==> src/hw/rtl/catt_pkg.sv <==
`timescale 1ns / 1ps

package catt_pkg;

   localparam int unsigned ModeW    = 2;
   localparam int unsigned TimeW    = 32;
   localparam int unsigned SeqW     = 8;
   localparam int unsigned StatusW  = 2;
   localparam int unsigned TimeoutW = 20;
   localparam int unsigned CdW      = 10;

   localparam logic [ModeW-1:0] MODE_SET    = 2'd0;
   localparam logic [ModeW-1:0] MODE_REPORT = 2'd1;
   localparam logic [ModeW-1:0] MODE_TICK   = 2'd2;

   localparam logic [StatusW-1:0] STATUS_PENDING = 2'd0;
   localparam logic [StatusW-1:0] STATUS_SUCCESS = 2'd1;

   localparam logic [TimeoutW-1:0] TIMEOUT_RESET = 20'd10000;

   typedef struct packed {
      logic [ModeW-1:0]   mode;
      logic [TimeW-1:0]   now_ms;
      logic [SeqW-1:0]    remote_seq_in;
      logic [StatusW-1:0] remote_status;
   } req_item_type;

   typedef struct packed {
      logic            send_ack;
      logic            ack_success;
      logic            send_nack;
      logic            countdown_valid;
      logic [CdW-1:0]  countdown_sec;
      logic            set_rejected;
      logic            command_active;
      logic [SeqW-1:0] local_seq_out;
   } rsp_item_type;

endpackage

==> src/hw/rtl/catt_req_if.sv <==
`timescale 1ns / 1ps

interface catt_req_if;
   import catt_pkg::*;

   logic               valid;
   logic               ready;
   logic [ModeW-1:0]   mode;
   logic [TimeW-1:0]   now_ms;
   logic [SeqW-1:0]    remote_seq_in;
   logic [StatusW-1:0] remote_status;

   modport source (output valid, output mode, output now_ms, output remote_seq_in,
                   output remote_status, input ready);
   modport sink   (input valid, input mode, input now_ms, input remote_seq_in,
                   input remote_status, output ready);
endinterface

==> src/hw/rtl/catt_rsp_if.sv <==
`timescale 1ns / 1ps

interface catt_rsp_if;
   import catt_pkg::*;

   logic            valid;
   logic            ready;
   logic            send_ack;
   logic            ack_success;
   logic            send_nack;
   logic            countdown_valid;
   logic [CdW-1:0]  countdown_sec;
   logic            set_rejected;
   logic            command_active;
   logic [SeqW-1:0] local_seq_out;

   modport source (output valid, output send_ack, output ack_success, output send_nack,
                   output countdown_valid, output countdown_sec, output set_rejected,
                   output command_active, output local_seq_out, input ready);
   modport sink   (input valid, input send_ack, input ack_success, input send_nack,
                   input countdown_valid, input countdown_sec, input set_rejected,
                   input command_active, input local_seq_out, output ready);
endinterface

==> src/hw/rtl/catt_core.sv <==
`timescale 1ns / 1ps

module catt_core (
   input  logic                              clock,
   input  logic                              reset,
   input  logic                              step,
   input  catt_pkg::req_item_type            item,
   input  logic [catt_pkg::TimeoutW-1:0]     timeout,
   output catt_pkg::rsp_item_type            result
);
   import catt_pkg::*;

   // floor(x / 1000) == (x * ceil(2^30 / 1000)) >> 30 for every 20-bit x
   localparam int unsigned RecipShift = 30;
   localparam int unsigned RecipW     = 21;
   localparam logic [RecipW-1:0] Recip = RecipW'(((64'd1 << RecipShift) + 64'd999) / 64'd1000);
   localparam int unsigned ProdW      = TimeoutW + RecipW;
   localparam int unsigned QuotW      = ProdW - RecipShift;

   logic               active_ff, active_in;
   logic [SeqW-1:0]    local_seq_ff, local_seq_in;
   logic [SeqW-1:0]    remote_seq_ff, remote_seq_in;
   logic [TimeW-1:0]   start_time_ff, start_time_in;
   logic [CdW-1:0]     last_cd_ff, last_cd_in;

   logic [TimeW-1:0]    elapsed;
   logic                timed_out;
   logic [TimeoutW-1:0] rem_ms;
   logic [ProdW-1:0]    prod;
   logic [QuotW-1:0]    quot;
   logic [CdW-1:0]      rem_sec;

   assign elapsed   = item.now_ms - start_time_ff;
   assign timed_out = elapsed > {{(TimeW-TimeoutW){1'b0}}, timeout};
   assign rem_ms    = timeout - elapsed[TimeoutW-1:0];
   assign prod      = ProdW'(rem_ms) * ProdW'(Recip);
   assign quot      = prod[ProdW-1:RecipShift];
   assign rem_sec   = (quot > QuotW'({CdW{1'b1}})) ? {CdW{1'b1}} : quot[CdW-1:0];

   always_comb begin
      active_in     = active_ff;
      local_seq_in  = local_seq_ff;
      remote_seq_in = remote_seq_ff;
      start_time_in = start_time_ff;
      last_cd_in    = last_cd_ff;
      result        = '0;
      unique case (item.mode)
         MODE_SET: begin
            if (active_ff) begin
               result.set_rejected = 1'b1;
            end else begin
               local_seq_in  = local_seq_ff + 1'b1;
               start_time_in = item.now_ms;
               active_in     = 1'b1;
            end
         end
         MODE_REPORT: begin
            remote_seq_in = item.remote_seq_in;
            if (active_ff && (item.remote_seq_in == local_seq_ff)) begin
               if (item.remote_status != STATUS_PENDING) begin
                  active_in              = 1'b0;
                  start_time_in          = '0;
                  result.send_ack        = 1'b1;
                  result.ack_success     = (item.remote_status == STATUS_SUCCESS);
                  result.countdown_valid = 1'b1;
                  result.countdown_sec   = last_cd_ff;
               end
            end else if (!active_ff && (item.remote_seq_in != local_seq_ff)) begin
               active_in        = 1'b0;
               start_time_in    = '0;
               result.send_nack = 1'b1;
            end
         end
         MODE_TICK: begin
            if (active_ff) begin
               if (timed_out) begin
                  active_in        = 1'b0;
                  start_time_in    = '0;
                  result.send_nack = 1'b1;
               end else if (rem_sec != last_cd_ff) begin
                  last_cd_in             = rem_sec;
                  result.countdown_valid = 1'b1;
                  result.countdown_sec   = rem_sec;
               end
            end
         end
         default: begin
         end
      endcase
      result.command_active = active_in;
      result.local_seq_out  = local_seq_in;
   end

   always_ff @(posedge clock) begin
      if (reset) begin
         active_ff     <= 1'b0;
         local_seq_ff  <= '0;
         remote_seq_ff <= '0;
         start_time_ff <= '0;
         last_cd_ff    <= '0;
      end else if (step) begin
         active_ff     <= active_in;
         local_seq_ff  <= local_seq_in;
         remote_seq_ff <= remote_seq_in;
         start_time_ff <= start_time_in;
         last_cd_ff    <= last_cd_in;
      end
   end

endmodule

==> src/hw/rtl/command_ack_timeout_tracker_unit.sv <==
`timescale 1ns / 1ps

// Single outstanding command tracker with ACK/NACK and timeout countdown. Every request
// transfer yields exactly one response transfer, in order. A request passes through
// one input register, then the decision logic (32-bit elapsed-time subtract, timeout
// compare and a divide-by-1000 done as a 20x21-bit reciprocal multiply) feeding the
// response register. A new request is taken every cycle while the response side keeps
// up; the response register lets a request be taken while a finished response still
// waits. Write csr_wr_data (timeout in ms) only while no request is in flight.
module command_ack_timeout_tracker_unit (
   input  logic                          clock,
   input  logic                          reset,
   catt_req_if.sink                      req_chan,
   catt_rsp_if.source                    rsp_chan,
   input  logic                          csr_wr_en,
   input  logic [catt_pkg::TimeoutW-1:0] csr_wr_data
);
   import catt_pkg::*;

   logic [TimeoutW-1:0] timeout_ff;
   logic                s1_valid_ff;
   req_item_type        s1_item_ff;
   logic                rsp_valid_ff;
   rsp_item_type        rsp_item_ff;
   rsp_item_type        core_result;
   req_item_type        req_item;
   logic                advance;

   assign advance        = s1_valid_ff && (!rsp_valid_ff || rsp_chan.ready);
   assign req_chan.ready = !s1_valid_ff || advance;

   assign req_item.mode          = req_chan.mode;
   assign req_item.now_ms        = req_chan.now_ms;
   assign req_item.remote_seq_in = req_chan.remote_seq_in;
   assign req_item.remote_status = req_chan.remote_status;

   always_ff @(posedge clock) begin
      if (reset) begin
         timeout_ff <= TIMEOUT_RESET;
      end else if (csr_wr_en) begin
         timeout_ff <= csr_wr_data;
      end
   end

   always_ff @(posedge clock) begin
      if (reset) begin
         s1_valid_ff <= 1'b0;
      end else if (req_chan.ready) begin
         s1_valid_ff <= req_chan.valid;
      end
   end

   always_ff @(posedge clock) begin
      if (req_chan.ready && req_chan.valid) begin
         s1_item_ff <= req_item;
      end
   end

   catt_core u_core (
      .clock   (clock),
      .reset   (reset),
      .step    (advance),
      .item    (s1_item_ff),
      .timeout (timeout_ff),
      .result  (core_result)
   );

   always_ff @(posedge clock) begin
      if (reset) begin
         rsp_valid_ff <= 1'b0;
      end else if (advance) begin
         rsp_valid_ff <= 1'b1;
      end else if (rsp_chan.ready) begin
         rsp_valid_ff <= 1'b0;
      end
   end

   always_ff @(posedge clock) begin
      if (advance) begin
         rsp_item_ff <= core_result;
      end
   end

   assign rsp_chan.valid           = rsp_valid_ff;
   assign rsp_chan.send_ack        = rsp_item_ff.send_ack;
   assign rsp_chan.ack_success     = rsp_item_ff.ack_success;
   assign rsp_chan.send_nack       = rsp_item_ff.send_nack;
   assign rsp_chan.countdown_valid = rsp_item_ff.countdown_valid;
   assign rsp_chan.countdown_sec   = rsp_item_ff.countdown_sec;
   assign rsp_chan.set_rejected    = rsp_item_ff.set_rejected;
   assign rsp_chan.command_active  = rsp_item_ff.command_active;
   assign rsp_chan.local_seq_out   = rsp_item_ff.local_seq_out;

endmodule
==> src/flat_wrapper.sv <==
// flat-port wrapper written by rule: the top's interface ports become plain ports
module command_ack_timeout_tracker_unit_flat import catt_pkg::*;
  (clock, reset, csr_wr_en, csr_wr_data, req_chan_valid, req_chan_mode, req_chan_now_ms, req_chan_remote_seq_in, req_chan_remote_status, req_chan_ready, rsp_chan_valid, rsp_chan_send_ack, rsp_chan_ack_success, rsp_chan_send_nack, rsp_chan_countdown_valid, rsp_chan_countdown_sec, rsp_chan_set_rejected, rsp_chan_command_active, rsp_chan_local_seq_out, rsp_chan_ready);
  catt_req_if req_chan_i ();
  catt_rsp_if rsp_chan_i ();
  input  logic clock;
  input  logic reset;
  input  logic csr_wr_en;
  input  logic [catt_pkg::TimeoutW-1:0] csr_wr_data;
  input wire logic [$bits(req_chan_i.valid)-1:0] req_chan_valid;
  input wire logic [$bits(req_chan_i.mode)-1:0] req_chan_mode;
  input wire logic [$bits(req_chan_i.now_ms)-1:0] req_chan_now_ms;
  input wire logic [$bits(req_chan_i.remote_seq_in)-1:0] req_chan_remote_seq_in;
  input wire logic [$bits(req_chan_i.remote_status)-1:0] req_chan_remote_status;
  output wire logic [$bits(req_chan_i.ready)-1:0] req_chan_ready;
  output wire logic [$bits(rsp_chan_i.valid)-1:0] rsp_chan_valid;
  output wire logic [$bits(rsp_chan_i.send_ack)-1:0] rsp_chan_send_ack;
  output wire logic [$bits(rsp_chan_i.ack_success)-1:0] rsp_chan_ack_success;
  output wire logic [$bits(rsp_chan_i.send_nack)-1:0] rsp_chan_send_nack;
  output wire logic [$bits(rsp_chan_i.countdown_valid)-1:0] rsp_chan_countdown_valid;
  output wire logic [$bits(rsp_chan_i.countdown_sec)-1:0] rsp_chan_countdown_sec;
  output wire logic [$bits(rsp_chan_i.set_rejected)-1:0] rsp_chan_set_rejected;
  output wire logic [$bits(rsp_chan_i.command_active)-1:0] rsp_chan_command_active;
  output wire logic [$bits(rsp_chan_i.local_seq_out)-1:0] rsp_chan_local_seq_out;
  input wire logic [$bits(rsp_chan_i.ready)-1:0] rsp_chan_ready;
  assign req_chan_i.valid = req_chan_valid;
  assign req_chan_i.mode = req_chan_mode;
  assign req_chan_i.now_ms = req_chan_now_ms;
  assign req_chan_i.remote_seq_in = req_chan_remote_seq_in;
  assign req_chan_i.remote_status = req_chan_remote_status;
  assign req_chan_ready = req_chan_i.ready;
  assign rsp_chan_valid = rsp_chan_i.valid;
  assign rsp_chan_send_ack = rsp_chan_i.send_ack;
  assign rsp_chan_ack_success = rsp_chan_i.ack_success;
  assign rsp_chan_send_nack = rsp_chan_i.send_nack;
  assign rsp_chan_countdown_valid = rsp_chan_i.countdown_valid;
  assign rsp_chan_countdown_sec = rsp_chan_i.countdown_sec;
  assign rsp_chan_set_rejected = rsp_chan_i.set_rejected;
  assign rsp_chan_command_active = rsp_chan_i.command_active;
  assign rsp_chan_local_seq_out = rsp_chan_i.local_seq_out;
  assign rsp_chan_i.ready = rsp_chan_ready;
  command_ack_timeout_tracker_unit u_core (.clock(clock), .reset(reset), .req_chan(req_chan_i), .rsp_chan(rsp_chan_i), .csr_wr_en(csr_wr_en), .csr_wr_data(csr_wr_data));
endmodule
==> config.mk <==
export PLATFORM = sky130hd
export DESIGN_NAME = command_ack_timeout_tracker_unit_flat
export DESIGN_NICKNAME = d
export VERILOG_FILES = /design/src/hw/rtl/catt_pkg.sv /design/src/hw/rtl/catt_req_if.sv /design/src/hw/rtl/catt_rsp_if.sv /design/src/hw/rtl/catt_core.sv /design/src/hw/rtl/command_ack_timeout_tracker_unit.sv /design/src/flat_wrapper.sv
export SDC_FILE = /design/constraint.sdc
export NUM_CORES = 1
export LEC_CHECK = 0
export BUFFER_PORTS_ARGS = -buffer_cell sky130_fd_sc_hd__buf_2
export CORE_MARGIN = 8
export CORE_UTILIZATION = 60
export DETAILED_ROUTE_END_ITERATION = 12
export PLACE_DENSITY = 0.79
export SYNTH_ARGS = -nofsm -noshare
export SYNTH_HDL_FRONTEND = slang
export SYNTH_SLANG_ARGS = --single-unit
==> constraint.sdc <==
create_clock -name clock -period 16.63 [get_ports clock]
set_clock_uncertainty 0.2 [all_clocks]
set_input_delay 0.8315 -clock clock [delete_from_list [all_inputs] [get_ports clock]]
set_output_delay 0.8315 -clock clock [all_outputs]
set_load 0.02 [all_outputs]
Word-level counts from Yosys, hierarchy flattened
Cells that the tools add are included.
{"block": "word_totals", "output_inout_bits": 26, "word_cells": 83, "inputBits": 69, "reg_bits": 141}
{"block": "classes", "n_mux": 29, "reduce_logical": 17, "n_eq_ne": 11, "order_cmp": 2, "add_sub_neg": 3, "n_mul": 1, "n_bitwise": 1}
{"op": "two-way mux 32 bit", "n": 6}
{"op": "one-hot mux 32 bit (3 select lines)", "n": 1}
{"op": "two-way mux 11 bit", "n": 4}
{"op": "multiplier 20 x 20 -> 40 bit, second input constant", "n": 1}
{"op": "> comparator 32 x 20 -> 1 bit", "n": 1}
{"op": "subtractor 32 bit", "n": 1}
{"op": "one-hot mux 12 bit (2 select lines)", "n": 1}
{"op": "subtractor 20 bit", "n": 1}
{"op": "two-way mux 8 bit", "n": 2}
{"op": "two-way mux 12 bit", "n": 1}
{"op": "> comparator 11 x 10 -> 1 bit, second input constant", "n": 1}
{"op": "two-way mux 1 bit", "n": 11}
{"op": "two-way mux 10 bit", "n": 1}
{"op": "inequality test 10 bit", "n": 1}
{"op": "adder 8 x 1 -> 8 bit, second input constant", "n": 1}
{"op": "equality test 8 bit", "n": 1}
{"op": "inequality test 8 bit", "n": 1}
{"op": "AND reduction 7 bit", "n": 1}
{"op": "inequality test 2 bit, second input constant", "n": 3}
{"op": "inequality test 3 bit, second input constant", "n": 2}
{"op": "AND reduction 5 bit", "n": 1}
{"op": "equality test 2 x 1 -> 1 bit, second input constant", "n": 2}
{"op": "logical AND 1 bit", "n": 4}
{"op": "nonzero test 2 bit", "n": 2}
{"op": "10 further kinds", "n": 13}

Depth between registers and ports, before layout
Gate-level depths: netlist (run 1).
{"block": "depth", "ltp_word": 10, "ltp_mapped": 48, "depth_no_buf": 44}

Modules after synthesis
Synthesis (run 1) repeated with hierarchy kept, for this count alone.
{"block": "unflattened", "cells_unflattened": 1632, "hier_area_um2": 14904.3}
{"mod": "catt_core", "n_inst": 1, "cells_each": 1489, "seq_area_each_um2": 1021.0, "area_per_inst_um2": 12036.5}
{"mod": "command_ack_timeout_tracker_unit", "n_inst": 1, "cells_each": 143, "seq_area_each_um2": 2482.4, "area_per_inst_um2": 2867.8}

Worst setup path before layout (run 1)
Ideal clock, no wire load.
{"block": "synth_timing", "path_kind": "reg-to-reg", "startpoint": "register u_core.s1_item_ff[10] in the netlist's numbering", "endpoint": "register u_core.u_core.last_cd_ff[2]", "required_ps": 16343, "path_buffers": 2, "path_stages_with_launch": 44, "slack_ps": 6547, "synth_period_minus_slack_ps": 10083, "setup_time_ps": 87, "arrival_time_ps": 9796, "cell_sequence": "edfxtp_1 -> inv_1 -> ha_1 -> inv_1 -> fa_1 -> a21o_1 -> a21oi_1 -> o21ai_0 -> a21oi_1 -> xnor2_1 -> inv_1 -> ha_1 -> or4_1 -> o21ai_0 -> nor2b_1 -> o21ai_0 -> a21boi_0 -> o21ai_0 -> (+8 left out) -> fa_1 -> inv_1 -> fa_1 -> inv_1 -> ha_1 -> and3_1 -> o21a_1 -> o31ai_1 -> o21a_1 -> and2_1 -> mux2_2 -> nand4_1 -> o211ai_1 -> o211a_1 -> clkbuf_8 -> a311o_1 -> buf_6 -> a221oi_2"}
{"block": "synth_via", "elab_chain_len": 7, "elab_cells_between_ends": 9, "cone_classes": "add/sub (2); mul (1); order compare (2); eq/ne (1); mux (1); bitwise (1); reduce/logical (1)"}
{"item": "start: declaration", "line_no": "command_ack_timeout_tracker_unit.sv:22", "text": "req_item_type s1_item_ff;"}
{"item": "start signal: assignment", "line_no": "command_ack_timeout_tracker_unit.sv:55", "text": "s1_item_ff <= req_item;"}
{"item": "subtractor 32 bit (*)", "line_no": "catt_core.sv:33", "text": "assign elapsed = item.now_ms - start_time_ff;"}
{"item": "subtractor 20 bit", "line_no": "catt_core.sv:35", "text": "assign rem_ms = timeout - elapsed[TimeoutW-1:0];"}
{"item": "multiplier 20 x 20 -> 40 bit", "line_no": "catt_core.sv:36", "text": "assign prod = ProdW'(rem_ms) * ProdW'(Recip);"}
{"item": "> comparator 11 x 10 -> 1 bit", "line_no": "catt_core.sv:38", "text": "assign rem_sec = (quot > QuotW'({CdW{1'b1}})) ? {CdW{1'b1}} : quot[CdW-1:0];"}
{"item": "two-way mux 10 bit", "line_no": "catt_core.sv:38"}
{"item": "inequality test 10 bit", "line_no": "catt_core.sv:80", "text": "end else if (rem_sec != last_cd_ff) begin"}
{"item": "AND reduction 5 bit (no line)"}
{"item": "end signal: assignment", "line_no": "catt_core.sv:106", "text": "last_cd_ff <= last_cd_in;"}
{"item": "end: declaration", "line_no": "catt_core.sv:24", "text": "logic [CdW-1:0] last_cd_ff, last_cd_in;"}
Mark *: on every way between the ends. The rest lies on a longest branch, timed or not.
A chain may end at the register's enable or synchronous reset.

Worst setup path in the final report (run 1)
{"block": "layout_timing", "startpoint": "register u_core.s1_item_ff[10] in the netlist's numbering", "endpoint": "register u_core.u_core.last_cd_ff[9]"}
Same word-level chain as after synthesis.

==> flow_metrics.env, run 1 <==
export IMPL_status="complete, no violations"
export IMPL_rsz0062_at_grt="false"
export IMPL_cpPeakStageDelay_ns=0.74
export IMPL_yosysWarnings=0
export IMPL_numCtsBuffers=17
export IMPL_synth_area_top_cells="ha_1 21%, edfxtp_1 14%, fa_1 12%"
export IMPL_post_cts_buffers=0
export IMPL_cts_buffer_depth=2
export IMPL_crit_type="reg -> reg"
export IMPL_fin_ws_ns=4.98
export IMPL_synth_area_sq_um=14900
export IMPL_start_util_pct=61.3
export IMPL_grt_overflow_total=0
export IMPL_area_growth_pct=8.71
export IMPL_fmax_ghz=0.0858
export IMPL_grt_usage_pct=24.1
export IMPL_avgViaCountPerCell=5.87
export IMPL_cts_root_buf="clkbuf_16"
export IMPL_yosysTopAreaCell="ha_1"
export IMPL_totalWireLength_microns=36200
export IMPL_die_h_microns=174
export IMPL_cp_common_cell="ha_1"
export IMPL_drcViolationCount=0
export IMPL_htreeDepth=4
export IMPL_whs_endpoint="u_core.u_core.start_time_ff[16]"
export IMPL_crit_fanout=11
export IMPL_vias=12000
export IMPL_min_delay_start="u_core.u_core.start_time_ff[16]"
export IMPL_crit_path_start_kind="flop"
export IMPL_r2r_cells=41
export IMPL_dieArea_sq_um=30100
export IMPL_relSlewSlack_pct=27.1
export IMPL_crit_buf_inv=5
export IMPL_clk_pin_slew_ns=0.08
export IMPL_required_ns=16.74
export IMPL_hp_class="reg -> reg"
export IMPL_cp_top_family="compound AO/OA/AOI/OAI gates"
export IMPL_seq_area_frac_synth_pct=23.5
export IMPL_rrSetupSlack_ns=4.98
export IMPL_synth_seq_cells=141
export IMPL_holdBufCountCts=0
export IMPL_clkSinkCount=141
export IMPL_drt_first_iter_violations=833
export IMPL_crit_start="u_core.s1_item_ff[10]"
export IMPL_syn_mean_instance_area_sq_um=9.13
export IMPL_cts_tree="yes"
export IMPL_drive_gt1_share_pct=10.1
export IMPL_io_pins=95
export IMPL_fin_crit_ns=11.65
export IMPL_core_area_sq_um=24300
export IMPL_antenna_found_initial=0
export IMPL_hold_viol=0
export IMPL_yosysTopAreaCellShare_pct=20.7
export IMPL_nets=2107
export IMPL_wl_per_cell_microns=17.7
export IMPL_pre_cts_ws_ns=5.10
export IMPL_grt_pass1_vias=12300
export IMPL_tightestPinTransition_ns=1.09
export IMPL_netlist_instances=1631
export IMPL_synth_cell_type_count=85
export IMPL_worst_setup_path_end_kind="flop"
export IMPL_reg2reg_from="u_core.s1_item_ff[10]"
export IMPL_syn_nets=2033
export IMPL_diodes=0
export IMPL_grt_pass1_wl_microns=59900
export IMPL_grt_max_degree=69
export IMPL_ant_nets=0
export IMPL_die_x_microns=174
export IMPL_hold_depth=2
export IMPL_max_cap_violations=0
export IMPL_crit_arrival_ns=11.76
export IMPL_setup_tns_ns=0
export IMPL_synthFlopType="dfxtp_1"
export IMPL_dp_hpwl_microns=29000
export IMPL_dr_pass1_iters=6
export IMPL_insertion_delay_ns=0.44
export IMPL_synth_edf_count=68
export IMPL_post_cts_resized=0
export IMPL_critPathSlowestCell="nor4_2"
export IMPL_slew_violations=0
export IMPL_setup_viol=0
export IMPL_period_share_pct=70.1
export IMPL_async_reset_ff_share_pct=0
export IMPL_nFillCells=1923
export IMPL_routabilityCongestion=0.942
export IMPL_reg2reg_to="u_core.u_core.last_cd_ff[9]"
export IMPL_std_cell_rows=57
export IMPL_portBuffers=94
## worst register-to-register path, delay by kind of cell, from the launching register on
kind | cells | cell delay, ns
AND/OR/NAND/NOR | 5 | 1.88
flip-flops | 1 | 0.36
buffers and inverters | 5 | 0.32
AO/OA/AOI/OAI | 18 | 4.22
adder cells (fa/ha/maj) | 11 | 3.86
XOR/XNOR | 2 | 0.73
## synthesized netlist by cell type (12+ instances only)
cell type	number
clkbuf_1	31
a31oi_1	13
ha_1	247
a21oi_1	87
o211ai_1	12
o21ai_0	67
nor3_1	14
nand2_1	134
nor2_1	86
xnor2_1	38
mux2i_1	54
nand3_1	33
a21o_1	28
o21bai_1	17
and3_1	14
nand4_1	24
edfxtp_1	68
inv_1	261
xor2_1	35
nand3b_1	33
dfxtp_1	73
fa_1	86
## area by class of cell
cell class / instances / area (sq um) / share of cell area [%]
timing repair buffer: 100 / 515 / 3.18
tap: 324 / 405 / 2.50
multi-input combinational: 1182 / 10200 / 62.9
clock inverter: 15 / 170 / 1.05
inverter: 263 / 987 / 6.10
clock buffer: 17 / 425 / 2.63
sequential: 141 / 3500 / 21.6
## cells in the final DEF, fill, tap and decap left out, types with 35 or more instances in the layout
master	instances
inv_1	261
nor2_1	86
fa_1	86
dfxtp_1	73
buf_2	94
mux2i_1	54
ha_1	247
xnor2_1	38
a21oi_1	86
nand2_1	134
o21ai_0	67
xor2_1	35
edfxtp_1	68
## metal layers
layer | track usage [%] | vias to the layer above | wire (microns)
met5 | 0 | - | 0
met4 | 7.20 | 0 | 848
met3 | 4.14 | 65 | 1880
met2 | 42.4 | 360 | 17800
met1 | 29.7 | 5777 | 15600
li1 | - | 5783 | -
## per-stage QoR
stage	instances	utilization [%]	instance area (sq um)	hold WS (ns)
detailed placement	2010	64.1	15600	0.248
floorplan	1631	-	14900	0.235
global placement	2010	64.1	15600	0.242
global route	2042	66.6	16200	0.271
finish	2042	66.6	16200	0.257
CTS	2042	66.6	16200	0.261
## cell families after synthesis
| group | after synthesis | share of synthesized area (%) |
|---|---|---|
| AOI/OAI and AO/OA | 308 | 13.9 |
| xor gates and xnor gates | 74 | 4.40 |
| adders and majority gates | 333 | 32.3 |
| buffers and inverters | 308 | 8.18 |
| DFF | 141 | 23.5 |
| muxes | 56 | 3.78 |
| and+or+nand+nor | 411 | 13.9 |
## how the worst max path moves through the flow
stage / end / slack (ns) / depth (start not counted)
floorplan: u_core.u_core.last_cd_ff[2] / 6.55 / 43
global placement: u_core.u_core.last_cd_ff[2] / 5.46 / 41
detailed placement: u_core.u_core.last_cd_ff[9] / 5.10 / 41
CTS: u_core.u_core.last_cd_ff[9] / 5.07 / 41
global route: u_core.u_core.last_cd_ff[2] / 4.17 / 41
finish: u_core.u_core.last_cd_ff[9] / 4.98 / 41
## state kept, by name, indices dropped and copies added, names as in the netlist
| signal | flops |
|---|---|
| u_core.rsp_chan.ack_success | 1 |
| u_core.rsp_chan.command_active | 1 |
| u_core.rsp_chan.countdown_sec | 10 |
| u_core.rsp_chan.countdown_valid | 1 |
| u_core.rsp_chan.local_seq_out | 8 |
| u_core.rsp_chan.send_ack | 1 |
| u_core.rsp_chan.send_nack | 1 |
| u_core.rsp_chan.set_rejected | 1 |
| u_core.rsp_chan.valid | 1 |
| u_core.s1_item_ff | 44 |
| u_core.s1_valid_ff | 1 |
| u_core.timeout_ff | 20 |
| u_core.u_core.active_ff | 1 |
| u_core.u_core.last_cd_ff | 10 |
| u_core.u_core.local_seq_ff | 8 |
| u_core.u_core.start_time_ff | 32 |
Power of run 1 is left out: the tool's default activity adds up to more than one toggle a clock period on the data nets, which glitch-free logic cannot reach.
==> inputs of run 2 (changes only) <==
--- a/config.mk
+++ b/config.mk
@@ -5,11 +5,12 @@
 export SDC_FILE = /design/constraint.sdc
 export NUM_CORES = 1
 export LEC_CHECK = 0
+export ABC_AREA = 1
 export BUFFER_PORTS_ARGS = -buffer_cell sky130_fd_sc_hd__buf_2
 export CORE_MARGIN = 8
-export CORE_UTILIZATION = 60
+export CORE_UTILIZATION = 57
 export DETAILED_ROUTE_END_ITERATION = 12
-export PLACE_DENSITY = 0.79
+export PLACE_DENSITY = 0.78
 export SYNTH_ARGS = -nofsm -noshare
 export SYNTH_HDL_FRONTEND = slang
 export SYNTH_SLANG_ARGS = --single-unit
==> constraint.sdc (replaced) <==
create_clock -name clock -period 9.9 [get_ports clock]
set_clock_uncertainty 0.2 [all_clocks]
set_input_delay 0.495 -clock clock [delete_from_list [all_inputs] [get_ports clock]]
set_output_delay 0.495 -clock clock [all_outputs]
set_load 0.02 [all_outputs]
==> flow_metrics.env, run 2 <==
export IMPL_status="complete, no violations"
export IMPL_cts_root_buf="clkbuf_16"
export IMPL_grt_usage_pct=25.0
export IMPL_start_util_pct=57.7
export IMPL_drt_met1_wl_microns=17500
export IMPL_grt_max_degree=64
export IMPL_cts_buffer_depth=2
export IMPL_dp_hpwl_microns=34500
export IMPL_synth_area_sq_um=16000
export IMPL_largest_reg_flops=44
export IMPL_crit_path_start_kind="flop"
export IMPL_max_cap_violations=0
export IMPL_fin_crit_ns=9.09
export IMPL_timing_hold_ws_ns=0.0277
export IMPL_final_cell_mix="542 x nand2_1, 485 x inv_1, 247 x ha_1"
export IMPL_top_regs="u_core.s1_item_ff x44, u_core.u_core.start_time_ff x32, u_core.timeout_ff x20"
export IMPL_fmax_ghz=0.110
export IMPL_io_pins=95
export IMPL_std_cell_rows=61
export IMPL_syn_nets=2546
export IMPL_die_x_microns=183
export IMPL_synth_cell_type_count=51
export IMPL_syn_mean_instance_area_sq_um=7.45
export IMPL_wl_met2_microns=20600
export IMPL_worst_setup_path_end_kind="flop"
export IMPL_tightestPinTransition_ns=0.880
export IMPL_drcViolationCount=0
export IMPL_clk_pin_slew_ns=0.06
export IMPL_insertion_delay_ns=0.44
export IMPL_hold_viol=0
export IMPL_crit_fanout=22
export IMPL_relSlewSlack_pct=41.1
export IMPL_dp_cells=2595
export IMPL_area_growth_pct=9.43
export IMPL_crit_arrival_ns=9.19
export IMPL_antenna_found_initial=2
export IMPL_fin_cells=2628
export IMPL_yosysTopAreaCell="ha_1"
export IMPL_met3WireLength_microns=1650
export IMPL_synth_top_cells_by_count="542 x nand2_1, 486 x inv_1, 247 x ha_1, 158 x a21oi_1, 114 x nor2_1"
export IMPL_grt_overflow_total=0
export IMPL_cts_tree="yes"
export IMPL_crit_type="reg -> reg"
export IMPL_drive_gt1_share_pct=9.74
export IMPL_largest_register="u_core.s1_item_ff"
export IMPL_synthFlopType="dfxtp_1"
export IMPL_synth_seq_cells=141
export IMPL_synth_edf_count=68
export IMPL_dieArea_sq_um=33600
export IMPL_grt_pass1_vias=14000
export IMPL_wl_per_cell_microns=15.7
export IMPL_slew_violations=0
export IMPL_rsz0062_at_grt="false"
export IMPL_top_layer="met5"
export IMPL_totalWireLength_microns=41400
export IMPL_dpl_cell_area_sq_um=16800
export IMPL_routabilityCongestion=0.988
export IMPL_yosysMostFrequentCell="nand2_1"
export IMPL_critPathSlowestCell="fa_1"
export IMPL_htreeDepth=4
export IMPL_layout_cells_most_common="nand2_1"
export IMPL_drt_first_iter_violations=877
export IMPL_vias=13700
export IMPL_async_reset_ff_share_pct=0
export IMPL_netlist_instances=2144
export IMPL_hp_class="in -> reg"
export IMPL_synth_area_top_cells="ha_1 19%, edfxtp_1 13%, nand2_1 13%"
export IMPL_cp_common_cell="nand2_1"
export IMPL_setup_tns_ns=0
export IMPL_clkSinkCount=141
export IMPL_avgViaCountPerCell=5.20
export IMPL_dr_pass1_iters=5
export IMPL_grt_pass1_wl_microns=67100
export IMPL_nets=2638
export IMPL_seq_area_frac_synth_pct=21.9
export IMPL_ant_nets=0
export IMPL_postLayoutCellArea_sq_um=17500
export IMPL_numCtsBuffers=17
export IMPL_cpPeakStageDelay_ns=0.54
export IMPL_yosysTopAreaCellShare_pct=19.3
export IMPL_period_share_pct=91.8
export IMPL_core_area_sq_um=27700
export IMPL_required_ns=10.00
export IMPL_portBuffers=94
export IMPL_die_h_microns=183
export IMPL_setup_viol=0
export IMPL_yosysWarnings=0
[run 2: changes by cell type after synthesis, sizes merged, moves of 41 or more]
| cell | delta |
|---|---|
| a21oi | +70 |
| nand2 | +421 |
| nor2 | +41 |
| nand3 | +51 |
| mux2i | -54 |
| inv | +228 |
[run 2: metal layers]
layer,GRT usage (%),vias up
met2,45.0,329
met5,0,-
li1,-,6919
met4,11.0,2
met1,28.9,6313
met3,3.89,90
[run 2: final cells by class]
cell class                 count  area (sq um)
inverter                     491          1840
tap                          378           473
timing repair buffer         108           576
antenna                        1          2.50
multi-input combinational   1477         10400
fill                        2443         10200
clock buffer                  18           429
clock inverter                14           206
sequential                   141          3500
[run 2: logic make-up after synthesis]
logic type,count (synthesis),synth area share (%)
simple gates,831,22.3
flops,141,21.9
fa+ha+maj,333,30.1
compound gates,264,10.1
xor+xnor,49,2.73
buf+inv,526,12.8
[run 2: per-stage QoR]
step	utilization, %	worst slack, ns
after global routing	63.1	0.106
after CTS	63.0	0.526
after floorplan	-	1.91
after detailed placement	60.7	0.579
after global placement	60.7	0.705
final	63.1	0.809
[run 2: timing repair]
item | 4_1_cts | 5_1_grt
hold buffers | 0 | 0
endpoints found under the setup margin | 0 | 21
gates resized for setup | 0 | 3
endpoints found under the hold margin | 0 | 0
buffers inserted | 0 | 0
[run 2: path summary, 6_finish.rpt]
check                             start                           to  slack (ns)  cells past startpoint
setup / recovery  u_core.s1_item_ff[10]  u_core.u_core.last_cd_ff[9]        0.81                     52
hold / removal       req_chan_now_ms[1]        u_core.s1_item_ff[11]        0.03                      1
setup reg to reg  u_core.s1_item_ff[10]  u_core.u_core.last_cd_ff[9]        0.81                     52
hold reg to reg   u_core.timeout_ff[19]        u_core.timeout_ff[19]        0.27                      2
[run 2: worst max-delay path, delay by kind of cell (launching register included)]
family          cells  cell delay, ns
compound gates      4            0.69
xor+xnor            2            0.47
fa+ha+maj          11            3.67
buf+inv             8            0.62
flops               1            0.38
simple gates       27            2.88
Power of run 2 is left out for the same reason.
